`src/design/tlbfr_pkg.sv`:
```
package tlbfr_pkg;

    localparam int TLB_ENTRIES_DEF = 16;
    localparam int PID_BITS_DEF    = 8;
    localparam int PAGE_BITS_DEF   = 12;
    localparam int FRAME_BITS_DEF  = 16;

    localparam int CFG_W = 5;
    localparam int SLOT_W = 4;
    localparam logic [CFG_W-1:0] CFG_RESET = 5'd16;

    typedef enum logic [1:0] {
        CMD_LOOKUP = 2'd0,
        CMD_INSERT = 2'd1,
        CMD_INVAL  = 2'd2,
        CMD_FLUSH  = 2'd3
    } cmd_t;

    typedef enum logic [2:0] {
        S_IDLE,
        S_DISPATCH,
        S_LOOKUP,
        S_FIND,
        S_INSERT,
        S_INV,
        S_COMPACT,
        S_RESP
    } state_t;

    typedef enum logic [3:0] {
        OP_NONE,
        OP_LOAD,
        OP_LOOKUP_STEP,
        OP_FIND_STEP,
        OP_INSERT,
        OP_INV_STEP,
        OP_COMPACT_STEP,
        OP_COMPACT_END,
        OP_FLUSH,
        OP_RESULT
    } op_t;

    typedef struct packed {
        cmd_t cmd;
        logic match;
        logic slot_free;
        logic scan_last;
        logic queue_room;
        logic comp_done;
        logic out_free;
    } status_t;

endpackage

```
`src/design/tlb_fifo_replacement.sv`:
```
// channel | ports                                   | direction
// input   | s_valid s_ready s_command s_process_id  | in
//         | s_page s_frame_in                       |
// result  | m_valid m_ready m_hit m_frame_out m_slot| out
//         | m_evicted m_victim_pid/page/frame       |
// config  | cfg_valid cfg_ready cfg_data            | in
//
// one command at a time; the slot scan and queue compaction each take one slot per cycle
// lookup scans until a match or the last slot in use; insert scans for a free slot
// only if the queue has room, then writes; invalidate scans all, then compacts the queue
// synchronous active-low reset clears valid bits, queue count and slots in use (16)
// a stalled result sits in the output register; the next command is accepted meanwhile
module tlb_fifo_replacement #(
    parameter int PID_BITS    = tlbfr_pkg::PID_BITS_DEF,
    parameter int PAGE_BITS   = tlbfr_pkg::PAGE_BITS_DEF,
    parameter int FRAME_BITS  = tlbfr_pkg::FRAME_BITS_DEF
) (
    input  logic                         aclk,
    input  logic                         aresetn,
    input  logic                         s_valid,
    output logic                         s_ready,
    input  logic [1:0]                   s_command,
    input  logic [PID_BITS-1:0]          s_process_id,
    input  logic [PAGE_BITS-1:0]         s_page,
    input  logic [FRAME_BITS-1:0]        s_frame_in,
    input  logic                         cfg_valid,
    output logic                         cfg_ready,
    input  logic [tlbfr_pkg::CFG_W-1:0]  cfg_data,
    output logic                         m_valid,
    input  logic                         m_ready,
    output logic                         m_hit,
    output logic [FRAME_BITS-1:0]        m_frame_out,
    output logic [tlbfr_pkg::SLOT_W-1:0] m_slot,
    output logic                         m_evicted,
    output logic [PID_BITS-1:0]          m_victim_pid,
    output logic [PAGE_BITS-1:0]         m_victim_page,
    output logic [FRAME_BITS-1:0]        m_victim_frame
);

    tlbfr_pkg::op_t     op;
    tlbfr_pkg::status_t status;

    tlbfr_ctrl u_ctrl (
        .aclk    (aclk),
        .aresetn (aresetn),
        .s_valid (s_valid),
        .s_ready (s_ready),
        .status  (status),
        .op      (op)
    );

    tlbfr_dpath #(
        .PID_BITS    (PID_BITS),
        .PAGE_BITS   (PAGE_BITS),
        .FRAME_BITS  (FRAME_BITS)
    ) u_dpath (
        .aclk           (aclk),
        .aresetn        (aresetn),
        .s_command      (s_command),
        .s_process_id   (s_process_id),
        .s_page         (s_page),
        .s_frame_in     (s_frame_in),
        .cfg_valid      (cfg_valid),
        .cfg_ready      (cfg_ready),
        .cfg_data       (cfg_data),
        .op             (op),
        .status         (status),
        .m_valid        (m_valid),
        .m_ready        (m_ready),
        .m_hit          (m_hit),
        .m_frame_out    (m_frame_out),
        .m_slot         (m_slot),
        .m_evicted      (m_evicted),
        .m_victim_pid   (m_victim_pid),
        .m_victim_page  (m_victim_page),
        .m_victim_frame (m_victim_frame)
    );

endmodule

```
`src/design/tlbfr_ctrl.sv`:
```
module tlbfr_ctrl (
    input  logic               aclk,
    input  logic               aresetn,
    input  logic               s_valid,
    output logic               s_ready,
    input  tlbfr_pkg::status_t status,
    output tlbfr_pkg::op_t     op
);

    tlbfr_pkg::state_t state_reg, state_next;

    always_ff @(posedge aclk) begin
        if (!aresetn) begin
            state_reg <= tlbfr_pkg::S_IDLE;
        end else begin
            state_reg <= state_next;
        end
    end

    always_comb begin
        state_next = state_reg;
        op         = tlbfr_pkg::OP_NONE;
        s_ready    = 1'b0;
        case (state_reg)
            tlbfr_pkg::S_IDLE: begin
                s_ready = 1'b1;
                if (s_valid) begin
                    op         = tlbfr_pkg::OP_LOAD;
                    state_next = tlbfr_pkg::S_DISPATCH;
                end
            end
            tlbfr_pkg::S_DISPATCH: begin
                case (status.cmd)
                    tlbfr_pkg::CMD_LOOKUP: state_next = tlbfr_pkg::S_LOOKUP;
                    tlbfr_pkg::CMD_INSERT: begin
                        state_next = status.queue_room ? tlbfr_pkg::S_FIND
                                                       : tlbfr_pkg::S_INSERT;
                    end
                    tlbfr_pkg::CMD_INVAL:  state_next = tlbfr_pkg::S_INV;
                    tlbfr_pkg::CMD_FLUSH: begin
                        op         = tlbfr_pkg::OP_FLUSH;
                        state_next = tlbfr_pkg::S_RESP;
                    end
                    default: state_next = tlbfr_pkg::S_RESP;
                endcase
            end
            tlbfr_pkg::S_LOOKUP: begin
                op = tlbfr_pkg::OP_LOOKUP_STEP;
                if (status.match || status.scan_last) begin
                    state_next = tlbfr_pkg::S_RESP;
                end
            end
            tlbfr_pkg::S_FIND: begin
                op = tlbfr_pkg::OP_FIND_STEP;
                if (status.slot_free || status.scan_last) begin
                    state_next = tlbfr_pkg::S_INSERT;
                end
            end
            tlbfr_pkg::S_INSERT: begin
                op         = tlbfr_pkg::OP_INSERT;
                state_next = tlbfr_pkg::S_RESP;
            end
            tlbfr_pkg::S_INV: begin
                op = tlbfr_pkg::OP_INV_STEP;
                if (status.scan_last) begin
                    state_next = tlbfr_pkg::S_COMPACT;
                end
            end
            tlbfr_pkg::S_COMPACT: begin
                if (status.comp_done) begin
                    op         = tlbfr_pkg::OP_COMPACT_END;
                    state_next = tlbfr_pkg::S_RESP;
                end else begin
                    op = tlbfr_pkg::OP_COMPACT_STEP;
                end
            end
            tlbfr_pkg::S_RESP: begin
                if (status.out_free) begin
                    op         = tlbfr_pkg::OP_RESULT;
                    state_next = tlbfr_pkg::S_IDLE;
                end
            end
            default: state_next = tlbfr_pkg::S_IDLE;
        endcase
    end

endmodule

```
`src/design/tlbfr_dpath.sv`:
```
module tlbfr_dpath #(
    parameter int PID_BITS    = tlbfr_pkg::PID_BITS_DEF,
    parameter int PAGE_BITS   = tlbfr_pkg::PAGE_BITS_DEF,
    parameter int FRAME_BITS  = tlbfr_pkg::FRAME_BITS_DEF
) (
    input  logic                        aclk,
    input  logic                        aresetn,
    input  logic [1:0]                  s_command,
    input  logic [PID_BITS-1:0]         s_process_id,
    input  logic [PAGE_BITS-1:0]        s_page,
    input  logic [FRAME_BITS-1:0]       s_frame_in,
    input  logic                        cfg_valid,
    output logic                        cfg_ready,
    input  logic [tlbfr_pkg::CFG_W-1:0] cfg_data,
    input  tlbfr_pkg::op_t              op,
    output tlbfr_pkg::status_t          status,
    output logic                        m_valid,
    input  logic                        m_ready,
    output logic                        m_hit,
    output logic [FRAME_BITS-1:0]       m_frame_out,
    output logic [tlbfr_pkg::SLOT_W-1:0] m_slot,
    output logic                        m_evicted,
    output logic [PID_BITS-1:0]         m_victim_pid,
    output logic [PAGE_BITS-1:0]        m_victim_page,
    output logic [FRAME_BITS-1:0]       m_victim_frame
);

    localparam int E     = tlbfr_pkg::TLB_ENTRIES_DEF;
    localparam int IDX_W = (E > 1) ? $clog2(E) : 1;
    localparam int CNT_W = $clog2(E + 1);
    localparam int SlotW = tlbfr_pkg::SLOT_W;

    logic [tlbfr_pkg::CFG_W-1:0] cfg_reg;
    tlbfr_pkg::cmd_t             cmd_reg;
    logic [PID_BITS-1:0]         pid_reg;
    logic [PAGE_BITS-1:0]        page_reg;
    logic [FRAME_BITS-1:0]       frame_reg;

    logic [E-1:0]          valid_reg;
    logic [E-1:0]          drop_reg;
    logic [PID_BITS-1:0]   pid_mem   [E];
    logic [PAGE_BITS-1:0]  page_mem  [E];
    logic [FRAME_BITS-1:0] frame_mem [E];

    logic [IDX_W-1:0] order_reg [E];
    logic [IDX_W-1:0] order_shift [E];
    logic [CNT_W-1:0] count_reg;
    logic [CNT_W-1:0] idx_reg;
    logic [CNT_W-1:0] rd_reg;
    logic [CNT_W-1:0] wr_reg;
    logic [IDX_W-1:0] target_reg;
    logic             found_reg;

    logic                  res_hit;
    logic [FRAME_BITS-1:0] res_frame;
    logic [IDX_W-1:0]      res_slot;
    logic                  res_ev;
    logic [PID_BITS-1:0]   res_vpid;
    logic [PAGE_BITS-1:0]  res_vpage;
    logic [FRAME_BITS-1:0] res_vframe;

    logic [CNT_W-1:0] n_used;
    logic [IDX_W-1:0] cur;
    logic             match;
    logic             last;
    logic [IDX_W-1:0] tgt;
    logic [IDX_W-1:0] rd_slot;
    logic [IDX_W-1:0] tail_idx;

    // slots in use clamped to 1..TLB_ENTRIES
    always_comb begin
        if (cfg_reg == '0) begin
            n_used = CNT_W'(1);
        end else if (32'(cfg_reg) > 32'(E)) begin
            n_used = CNT_W'(E);
        end else begin
            n_used = CNT_W'(cfg_reg);
        end
    end

    assign cur      = idx_reg[IDX_W-1:0];
    assign match    = valid_reg[cur] && (pid_mem[cur] == pid_reg) && (page_mem[cur] == page_reg);
    assign last     = (idx_reg == n_used - 1'b1);
    assign rd_slot  = order_reg[rd_reg[IDX_W-1:0]];
    assign tail_idx = count_reg[IDX_W-1:0] - 1'b1;

    // replacement takes the queue head, or slot 0 with an empty queue
    always_comb begin
        if (found_reg) begin
            tgt = target_reg;
        end else if (count_reg != '0) begin
            tgt = order_reg[0];
        end else begin
            tgt = '0;
        end
    end

    always_comb begin
        for (int k = 0; k < E - 1; k++) begin
            order_shift[k] = order_reg[k+1];
        end
        order_shift[E-1] = order_reg[E-1];
    end

    assign status.cmd        = cmd_reg;
    assign status.match      = match;
    assign status.slot_free  = !valid_reg[cur];
    assign status.scan_last  = last;
    assign status.queue_room = (count_reg < n_used);
    assign status.comp_done  = (rd_reg >= count_reg);
    assign status.out_free   = !m_valid || m_ready;

    assign cfg_ready = 1'b1;

    always_ff @(posedge aclk) begin
        if (!aresetn) begin
            cfg_reg <= tlbfr_pkg::CFG_RESET;
        end else if (cfg_valid) begin
            cfg_reg <= cfg_data;
        end
    end

    // control state
    always_ff @(posedge aclk) begin
        if (!aresetn) begin
            valid_reg <= '0;
            count_reg <= '0;
            found_reg <= 1'b0;
            idx_reg   <= '0;
            rd_reg    <= '0;
            wr_reg    <= '0;
            drop_reg  <= '0;
        end else begin
            case (op)
                tlbfr_pkg::OP_LOAD: begin
                    found_reg <= 1'b0;
                    idx_reg   <= '0;
                    rd_reg    <= '0;
                    wr_reg    <= '0;
                    drop_reg  <= '0;
                end
                tlbfr_pkg::OP_LOOKUP_STEP: begin
                    if (!match && !last) idx_reg <= idx_reg + 1'b1;
                end
                tlbfr_pkg::OP_FIND_STEP: begin
                    if (!valid_reg[cur]) begin
                        found_reg <= 1'b1;
                    end else if (!last) begin
                        idx_reg <= idx_reg + 1'b1;
                    end
                end
                tlbfr_pkg::OP_INSERT: begin
                    valid_reg[tgt] <= 1'b1;
                    if (found_reg || count_reg == '0) begin
                        count_reg <= count_reg + 1'b1;
                    end
                end
                tlbfr_pkg::OP_INV_STEP: begin
                    if (match) begin
                        valid_reg[cur] <= 1'b0;
                        drop_reg[cur]  <= 1'b1;
                    end
                    if (!last) idx_reg <= idx_reg + 1'b1;
                end
                tlbfr_pkg::OP_COMPACT_STEP: begin
                    if (!drop_reg[rd_slot]) wr_reg <= wr_reg + 1'b1;
                    rd_reg <= rd_reg + 1'b1;
                end
                tlbfr_pkg::OP_COMPACT_END: begin
                    count_reg <= wr_reg;
                end
                tlbfr_pkg::OP_FLUSH: begin
                    valid_reg <= '0;
                end
                default: ;
            endcase
        end
    end

    // payload: latched item, entries, order queue and result
    always_ff @(posedge aclk) begin
        case (op)
            tlbfr_pkg::OP_LOAD: begin
                cmd_reg    <= tlbfr_pkg::cmd_t'(s_command);
                pid_reg    <= s_process_id;
                page_reg   <= s_page;
                frame_reg  <= s_frame_in;
                res_hit    <= 1'b0;
                res_frame  <= '0;
                res_slot   <= '0;
                res_ev     <= 1'b0;
                res_vpid   <= '0;
                res_vpage  <= '0;
                res_vframe <= '0;
            end
            tlbfr_pkg::OP_LOOKUP_STEP: begin
                if (match) begin
                    res_hit   <= 1'b1;
                    res_frame <= frame_mem[cur];
                    res_slot  <= cur;
                end
            end
            tlbfr_pkg::OP_FIND_STEP: begin
                if (!valid_reg[cur]) target_reg <= cur;
            end
            tlbfr_pkg::OP_INSERT: begin
                pid_mem[tgt]   <= pid_reg;
                page_mem[tgt]  <= page_reg;
                frame_mem[tgt] <= frame_reg;
                res_slot       <= tgt;
                if (valid_reg[tgt]) begin
                    res_ev     <= 1'b1;
                    res_vpid   <= pid_mem[tgt];
                    res_vpage  <= page_mem[tgt];
                    res_vframe <= frame_mem[tgt];
                end
                if (found_reg || count_reg == '0) begin
                    order_reg[count_reg[IDX_W-1:0]] <= tgt;
                end else begin
                    // pop the head and push the same slot at the tail
                    for (int k = 0; k < E; k++) begin
                        if (IDX_W'(k) == tail_idx) begin
                            order_reg[k] <= tgt;
                        end else begin
                            order_reg[k] <= order_shift[k];
                        end
                    end
                end
            end
            tlbfr_pkg::OP_COMPACT_STEP: begin
                if (!drop_reg[rd_slot]) order_reg[wr_reg[IDX_W-1:0]] <= rd_slot;
            end
            default: ;
        endcase
    end

    always_ff @(posedge aclk) begin
        if (!aresetn) begin
            m_valid <= 1'b0;
        end else if (op == tlbfr_pkg::OP_RESULT) begin
            m_valid <= 1'b1;
        end else if (m_ready) begin
            m_valid <= 1'b0;
        end
    end

    always_ff @(posedge aclk) begin
        if (op == tlbfr_pkg::OP_RESULT) begin
            m_hit          <= res_hit;
            m_frame_out    <= res_frame;
            m_slot         <= SlotW'(res_slot);
            m_evicted      <= res_ev;
            m_victim_pid   <= res_vpid;
            m_victim_page  <= res_vpage;
            m_victim_frame <= res_vframe;
        end
    end

endmodule

```
`config.mk`:
```
export PLATFORM = sky130hd
export DESIGN_NAME = tlb_fifo_replacement
export DESIGN_NICKNAME = d
export VERILOG_FILES = /design/src/design/tlbfr_pkg.sv /design/src/design/tlb_fifo_replacement.sv /design/src/design/tlbfr_ctrl.sv /design/src/design/tlbfr_dpath.sv
export SDC_FILE = /design/constraint.sdc
export NUM_CORES = 1
export LEC_CHECK = 0
export BUFFER_PORTS_ARGS = -buffer_cell sky130_fd_sc_hd__buf_2
export CELL_PAD_IN_SITES_DETAIL_PLACEMENT = 1
export CELL_PAD_IN_SITES_GLOBAL_PLACEMENT = 2
export CORE_ASPECT_RATIO = 1.2
export CORE_MARGIN = 4
export CORE_UTILIZATION = 38
export CTS_CLUSTER_SIZE = 24
export DETAILED_ROUTE_END_ITERATION = 12
export PLACE_DENSITY = 0.67
export SLEW_MARGIN = 20
export SYNTH_ARGS = -nofsm -noshare
export SYNTH_HDL_FRONTEND = slang
export SYNTH_SLANG_ARGS = --single-unit
```
`constraint.sdc`:
```
create_clock -name aclk -period 7.3 [get_ports aclk]
set_input_delay 1.46 -clock aclk [delete_from_list [all_inputs] [get_ports aclk]]
set_output_delay 1.46 -clock aclk [all_outputs]
set_load 0.01 [all_outputs]
```
-- After elaboration in Yosys (flattened, before gate mapping)
Memories as Yosys holds them, arrays and structs flattened. A register that Yosys moved wholly into a read port is not among the register bits.
Index checks and enable logic that the tools add are counted.
- output and inout bits: 61
- memories kept: 4
- register bits after elaboration: 220
- input port bits: 48
- RAM bits: 640
- add/subtract/negate cells: 6
- reductions and logical operators: 42
- bitwise operators: 21
- $lt $le $gt $ge: 8
- equal/unequal tests: 51
- multiplexer cells: 226
- memory list (name ; depth ; bits a word ; read ports ; clocked after Yosys merged registers in ; write ports ; RTL line ; RTL):
    u_dpath.frame_mem ; 16 ; 16 ; 2 ; 1 ; 1 ; tlbfr_dpath.sv:43 ; logic [FRAME_BITS-1:0] frame_mem [E];
    u_dpath.page_mem ; 16 ; 12 ; 2 ; 1 ; 1 ; tlbfr_dpath.sv:42 ; logic [PAGE_BITS-1:0] page_mem [E];
    u_dpath.pid_mem ; 16 ; 8 ; 2 ; 1 ; 1 ; tlbfr_dpath.sv:41 ; logic [PID_BITS-1:0] pid_mem [E];
    u_dpath.order_reg ; 16 ; 4 ; 17 ; 1 ; 16 ; tlbfr_dpath.sv:45 ; logic [IDX_W-1:0] order_reg [E];
- operators with widths (operator ; count):
    1-bit two-way mux ; 151
    4-bit two-way mux ; 33
    16-bit one-hot mux with 2 select lines ; 3
    16-bit two-way mux ; 4
    16-bit one-hot mux with 3 select lines ; 1
    5-bit two-way mux ; 7
    4-bit == test (first input constant) ; 8
    16-bit OR ; 2
    4-bit one-hot mux with 8 select lines ; 1
    5-bit one-hot mux with 2 select lines ; 3
    12-bit one-hot mux with 2 select lines ; 1
    3-bit one-hot mux with 8 select lines ; 1
    3-bit two-way mux ; 7
    5-bit by 1-bit adder with 5-bit output (second input constant) ; 4
    5-bit one-hot mux with 4 select lines ; 1
    2-bit by 1-bit != test with 1-bit output (second input constant) ; 9
    2-bit AND reduction ; 9
    16-bit AND ; 1
    3-bit by 4-bit == test with 1-bit output (first input constant) ; 4
    4-bit by 3-bit == test with 1-bit output (second input constant) ; 4
    16-bit inverter ; 1
    1-bit OR ; 16
    8-bit one-hot mux with 2 select lines ; 1
    4-bit by 5-bit less-than comparator with 1-bit output (second input constant) ; 3
    other kinds (42) ; 79

-- Logic depth before layout (Yosys ltp)
- depth after elaboration: 11
- depth in mapped cells: 14

-- Modules after synthesis
Synthesis repeated with hierarchy kept, for this count alone.
- cell total of the unflattened synthesis: 3042
- area total of the unflattened synthesis: 40296.1 µm²
- modules (own cells, without submodules) (module ; times used ; sequential area each (µm²) ; area an instance (µm²) ; cells an instance):
    tlbfr_dpath ; 1 ; 25304.3 ; 39935.8 ; 2995
    tlbfr_ctrl ; 1 ; 60.1 ; 360.3 ; 47

-- Least setup slack after synthesis
OpenSTA, ideal clock, no wires.
- kind: register -> register
- start point: reg u_dpath.count_reg[0]
- end point: reg u_dpath.res_ev, enable pin
- period minus slack after synthesis: 5716 ps
- cell stages (with the launch flop): 12
- slack: 1584 ps
- data required time: 6813 ps
- data arrival time: 5229 ps
- cells stage by stage: dfxtp_1 > inv_1 > ha_1 > a31oi_1 > a22o_1 > clkbuf_1 > clkbuf_1 > clkbuf_1 > nand2_1 > nand3_1 > a311oi_1 > o31ai_1
- word-level cells in the longest chain between the ends: 7
- RTL lines (what ; RTL line ; RTL):
    start: declaration ; tlbfr_dpath.sv:47 ; logic [CNT_W-1:0] count_reg;
    start signal: assignment ; tlbfr_dpath.sv:155 ; count_reg <= count_reg + 1'b1;
    start signal: assignment ; tlbfr_dpath.sv:170 ; count_reg <= wr_reg;
    parallel branches: the longest is 6 deep, another holds 5-bit >= comparator ; - ;
    2-bit AND reduction (no line) (*) ; - ;
    end signal: assignment ; tlbfr_dpath.sv:191 ; res_ev <= 1'b0;
    end signal: assignment ; tlbfr_dpath.sv:212 ; res_ev <= 1'b1;
    end: declaration ; tlbfr_dpath.sv:57 ; logic res_ev;
Mark *: on every way between the ends. The select of a mux whose other input is x is not followed.
A chain may end at the register's enable or synchronous reset.

==> metrics <==
status finished, final reports clean; die width 305 um; CTS-repair resized insts 0; CP Max Fanout 40; Worst-path clk slew 0.06 ns; FILL cells 10.8k; post-synthesis register bit count 868; relative slew slack 24.5%; Pins Over Slew Limit 0; DRC viols 0; max reg flops 256; dpl ws 2.30 ns; Via density 5.95; CP Data Required Time 7.59 ns; Root Buffer clkbuf_16; ranking of synthesized cells by area edfxtp_1 60%, mux4_2 10%, nand2_1 6.4%; RSZ-0062 raised after global routing false; Net Sw Frac 36.2%; Synth top area share 59.6%; Area Overhead vs Synth 12.8%; R2R setup slack 2.28 ns; GRT met1 Usage 31.2%; sequential cell area 25400 sq um; vias in the first global route 29.0k; worst slew pin tran 1.13 ns; cell area power density 376 nW/um^2; worst hold start u_dpath.res_frame[14]; met3 GRT Util 3.67%; cell area after synthesis 40200 sq um; Netlist cell types 68; CTS sink count 868; routability cong. 0.807; CTS tree done; Routed wire per std cell 28.7 um; Max Clock Skew 0.0346 ns; worst vdd ir 0.278 mV; Hold Path Sink u_dpath.m_frame_out[14]; Largest Register u_dpath.frame_mem; Final #Nets 3188; DR vias 27.3k; # rows 130; Arr. time, crit path 5.31 ns; cell total after placement 4407; Max H-tree Level 3; post-CTS setup buffer count 0; grt ovf 0; warnings from Yosys 0; fmax 199 MHz; Iter 0 DRT Violations 2099; layout cells sized above 1 17.9%; Static Leak 14.9 nW; DRT Pass-1 Iters 5; hold depth 0; Starting Density 38.4%; I/O Pins 109; switching power 0.00617 W; worst hold path type reg -> reg; syn avg cell area 13.0 sq um; total CTS buffers 96; Clock Path Buffers 3; CORE AREA 105000 sq um; Post-Syn Nets 3149; non-filler instance count after layout 4585; Flop pwr share 43.0%; Synth top cells by count 798 x edfxtp_1, 689 x nand2_1, 323 x nand3_1; crit end category flip-flop; capturing point of the worst reg2reg path u_dpath.res_frame[1]; clock share of power 28.0%; critical path class reg -> reg; Cells after Synth 3080; gr busiest metal met2; post-route setup TNS 0 ns; area leader, netlist edfxtp_1; Max Cap Violations 0; min Tclk post-route 5.02 ns; detailed placer's ending HPWL 76400 um; clk_lat worst skew 0.69 ns; Post-synth EDFFs 798; Power Internal 0.0109 W; Seq/Total Area, Yosys 63.1%; largest net degree at the start of global routing 172; count leader, synth edfxtp_1; Setup WS post-layout 2.28 ns; first-pass GRT wire length 194000 um; initial antenna violation count 0; dominant synthesized flop cell edfxtp_1; Die Y 364 um; post-route ant nets 0; final setup vio count 0; Final Hold Violating Endpoints 0; M2 GR Usage 39.6%; area of the multi-input gates 14000 sq um; Comb power frac 29.0%; async set-reset flop share out of synthesis 0%; CP Launch Type flip-flop; r2r worst-path depth 10; biggest registers after layout u_dpath.frame_mem x256, u_dpath.page_mem x192, u_dpath.pid_mem x128; PortBufs 107; DIE AREA 111000 sq um; gr usage total 23.3%; drt total wl 131000 um; Period Utilization, post-route 68.8%; CTS Hold Buffers Added 0
metrics by stage:
stage / utilization, % / cell area (sq um) / power, W / hold WS [ns]
2_1_floorplan: - / 40200 / 0.0103 / 0.400
3_3_place_gp: 40.3 / 42200 / 0.0123 / 0.402
3_5_place_dp: 40.3 / 42200 / 0.0124 / 0.406
4_1_cts: 43.3 / 45300 / 0.0172 / 0.420
5_1_grt: 43.3 / 45300 / 0.0179 / 0.427
6_report: 43.3 / 45300 / 0.0171 / 0.419
area by class of cell:
| type | count | area share (%) |
|---|---|---|
| Tap cell | 1386 | 3.83 |
| Sequential cell | 868 | 56.0 |
| Clock inverter | 53 | 1.10 |
| Timing Repair Buffer | 170 | 2.45 |
| Clock buffer | 124 | 5.69 |
| Multi-Input combinational cell | 1964 | 30.8 |
| Antenna cell | 1 | 0.00552 |
| Inverter | 19 | 0.157 |
cell families (layout without fill, tap and decap cells):
| logic type | Yosys count | after routing | synth area share [%] |
|---|---|---|---|
| XOR/XNOR | 35 | 35 | 0.763 |
| multiplexers | 245 | 245 | 12.0 |
| adder cells (fa/ha/maj) | 21 | 21 | 0.654 |
| other | 1 | 2 | 0.00933 |
| buffers and inverters | 248 | 366 | 2.58 |
| AND/OR/NAND/NOR | 1259 | 1259 | 13.7 |
| flip-flops | 868 | 868 | 63.1 |
| AO/OA/AOI/OAI | 403 | 403 | 7.12 |
cells in the final DEF, fill, tap and decap left out, types with 7 or more instances in the layout:
| cell | n |
|---|---|
| clkinv_1 | 21 |
| nand2b_1 | 7 |
| mux4_2 | 179 |
| a21oi_1 | 82 |
| nand2_1 | 688 |
| a31oi_1 | 7 |
| dfxtp_1 | 66 |
| mux2i_1 | 50 |
| xor2_1 | 13 |
| nand3_1 | 323 |
| nor3_1 | 9 |
| clkinv_2 | 15 |
| clkbuf_1 | 23 |
| o21ai_2 | 30 |
| and3_1 | 38 |
| a211oi_1 | 9 |
| and2_1 | 24 |
| nor2b_1 | 17 |
| nor2_1 | 97 |
| mux4_1 | 7 |
| buf_2 | 107 |
| nor2_4 | 16 |
| clkbuf_16 | 98 |
| buf_12 | 8 |
| a311oi_1 | 113 |
| ha_1 | 21 |
| xnor2_1 | 22 |
| buf_4 | 55 |
| edfxtp_1 | 798 |
| inv_1 | 15 |
| o21ai_0 | 86 |
| a41oi_1 | 16 |
how the worst max path moves through the flow:
stage	startpoint	end	slack, ns	depth (start not counted)
after floorplan	u_dpath.count_reg[0]	u_dpath.res_ev	1.58	11
after global placement	flip-flop	u_dpath.res_frame[1]	2.39	10
after detailed placement	flip-flop	u_dpath.res_frame[0]	2.30	10
after CTS	flip-flop	u_dpath.res_frame[4]	2.28	10
after global routing	flip-flop	u_dpath.res_frame[0]	1.96	10
final	flip-flop	u_dpath.res_frame[1]	2.28	10
worst max-delay path, stage by stage, from the launching register on:
cell and delay (ns):
dfxtp_4 0.84, buf_12 0.36, mux4_2 0.55, mux2i_1 0.15
mux2i_1 0.12, xor2_1 0.22, nor4b_1 0.38, nand3_1 0.14
nor4_2 0.75, nand2_1 0.18, nand2_1 0.84
routing by layer:
| metal | up-vias | routed length (um) |
|---|---|---|
| met5 | - | 0 |
| met4 | 0 | 3330 |
| met3 | 206 | 7490 |
| met2 | 915 | 64800 |
| met1 | 14300 | 55700 |
| li1 | 11800 | - |
power groups by stage:
| stage | logic [W] | clock network [W] | registers (W) |
|---|---|---|---|
| CTS | 0.00498 | 0.00490 | 0.00735 |
| floorplan | 0.00328 | 0 | 0.00706 |
| finish | 0.00494 | 0.00478 | 0.00734 |
| global placement | 0.00486 | 0 | 0.00739 |
| global route | 0.00536 | 0.00511 | 0.00744 |
| detailed placement | 0.00497 | 0 | 0.00745 |
Note: power is estimated with default switching activity, not from simulation.
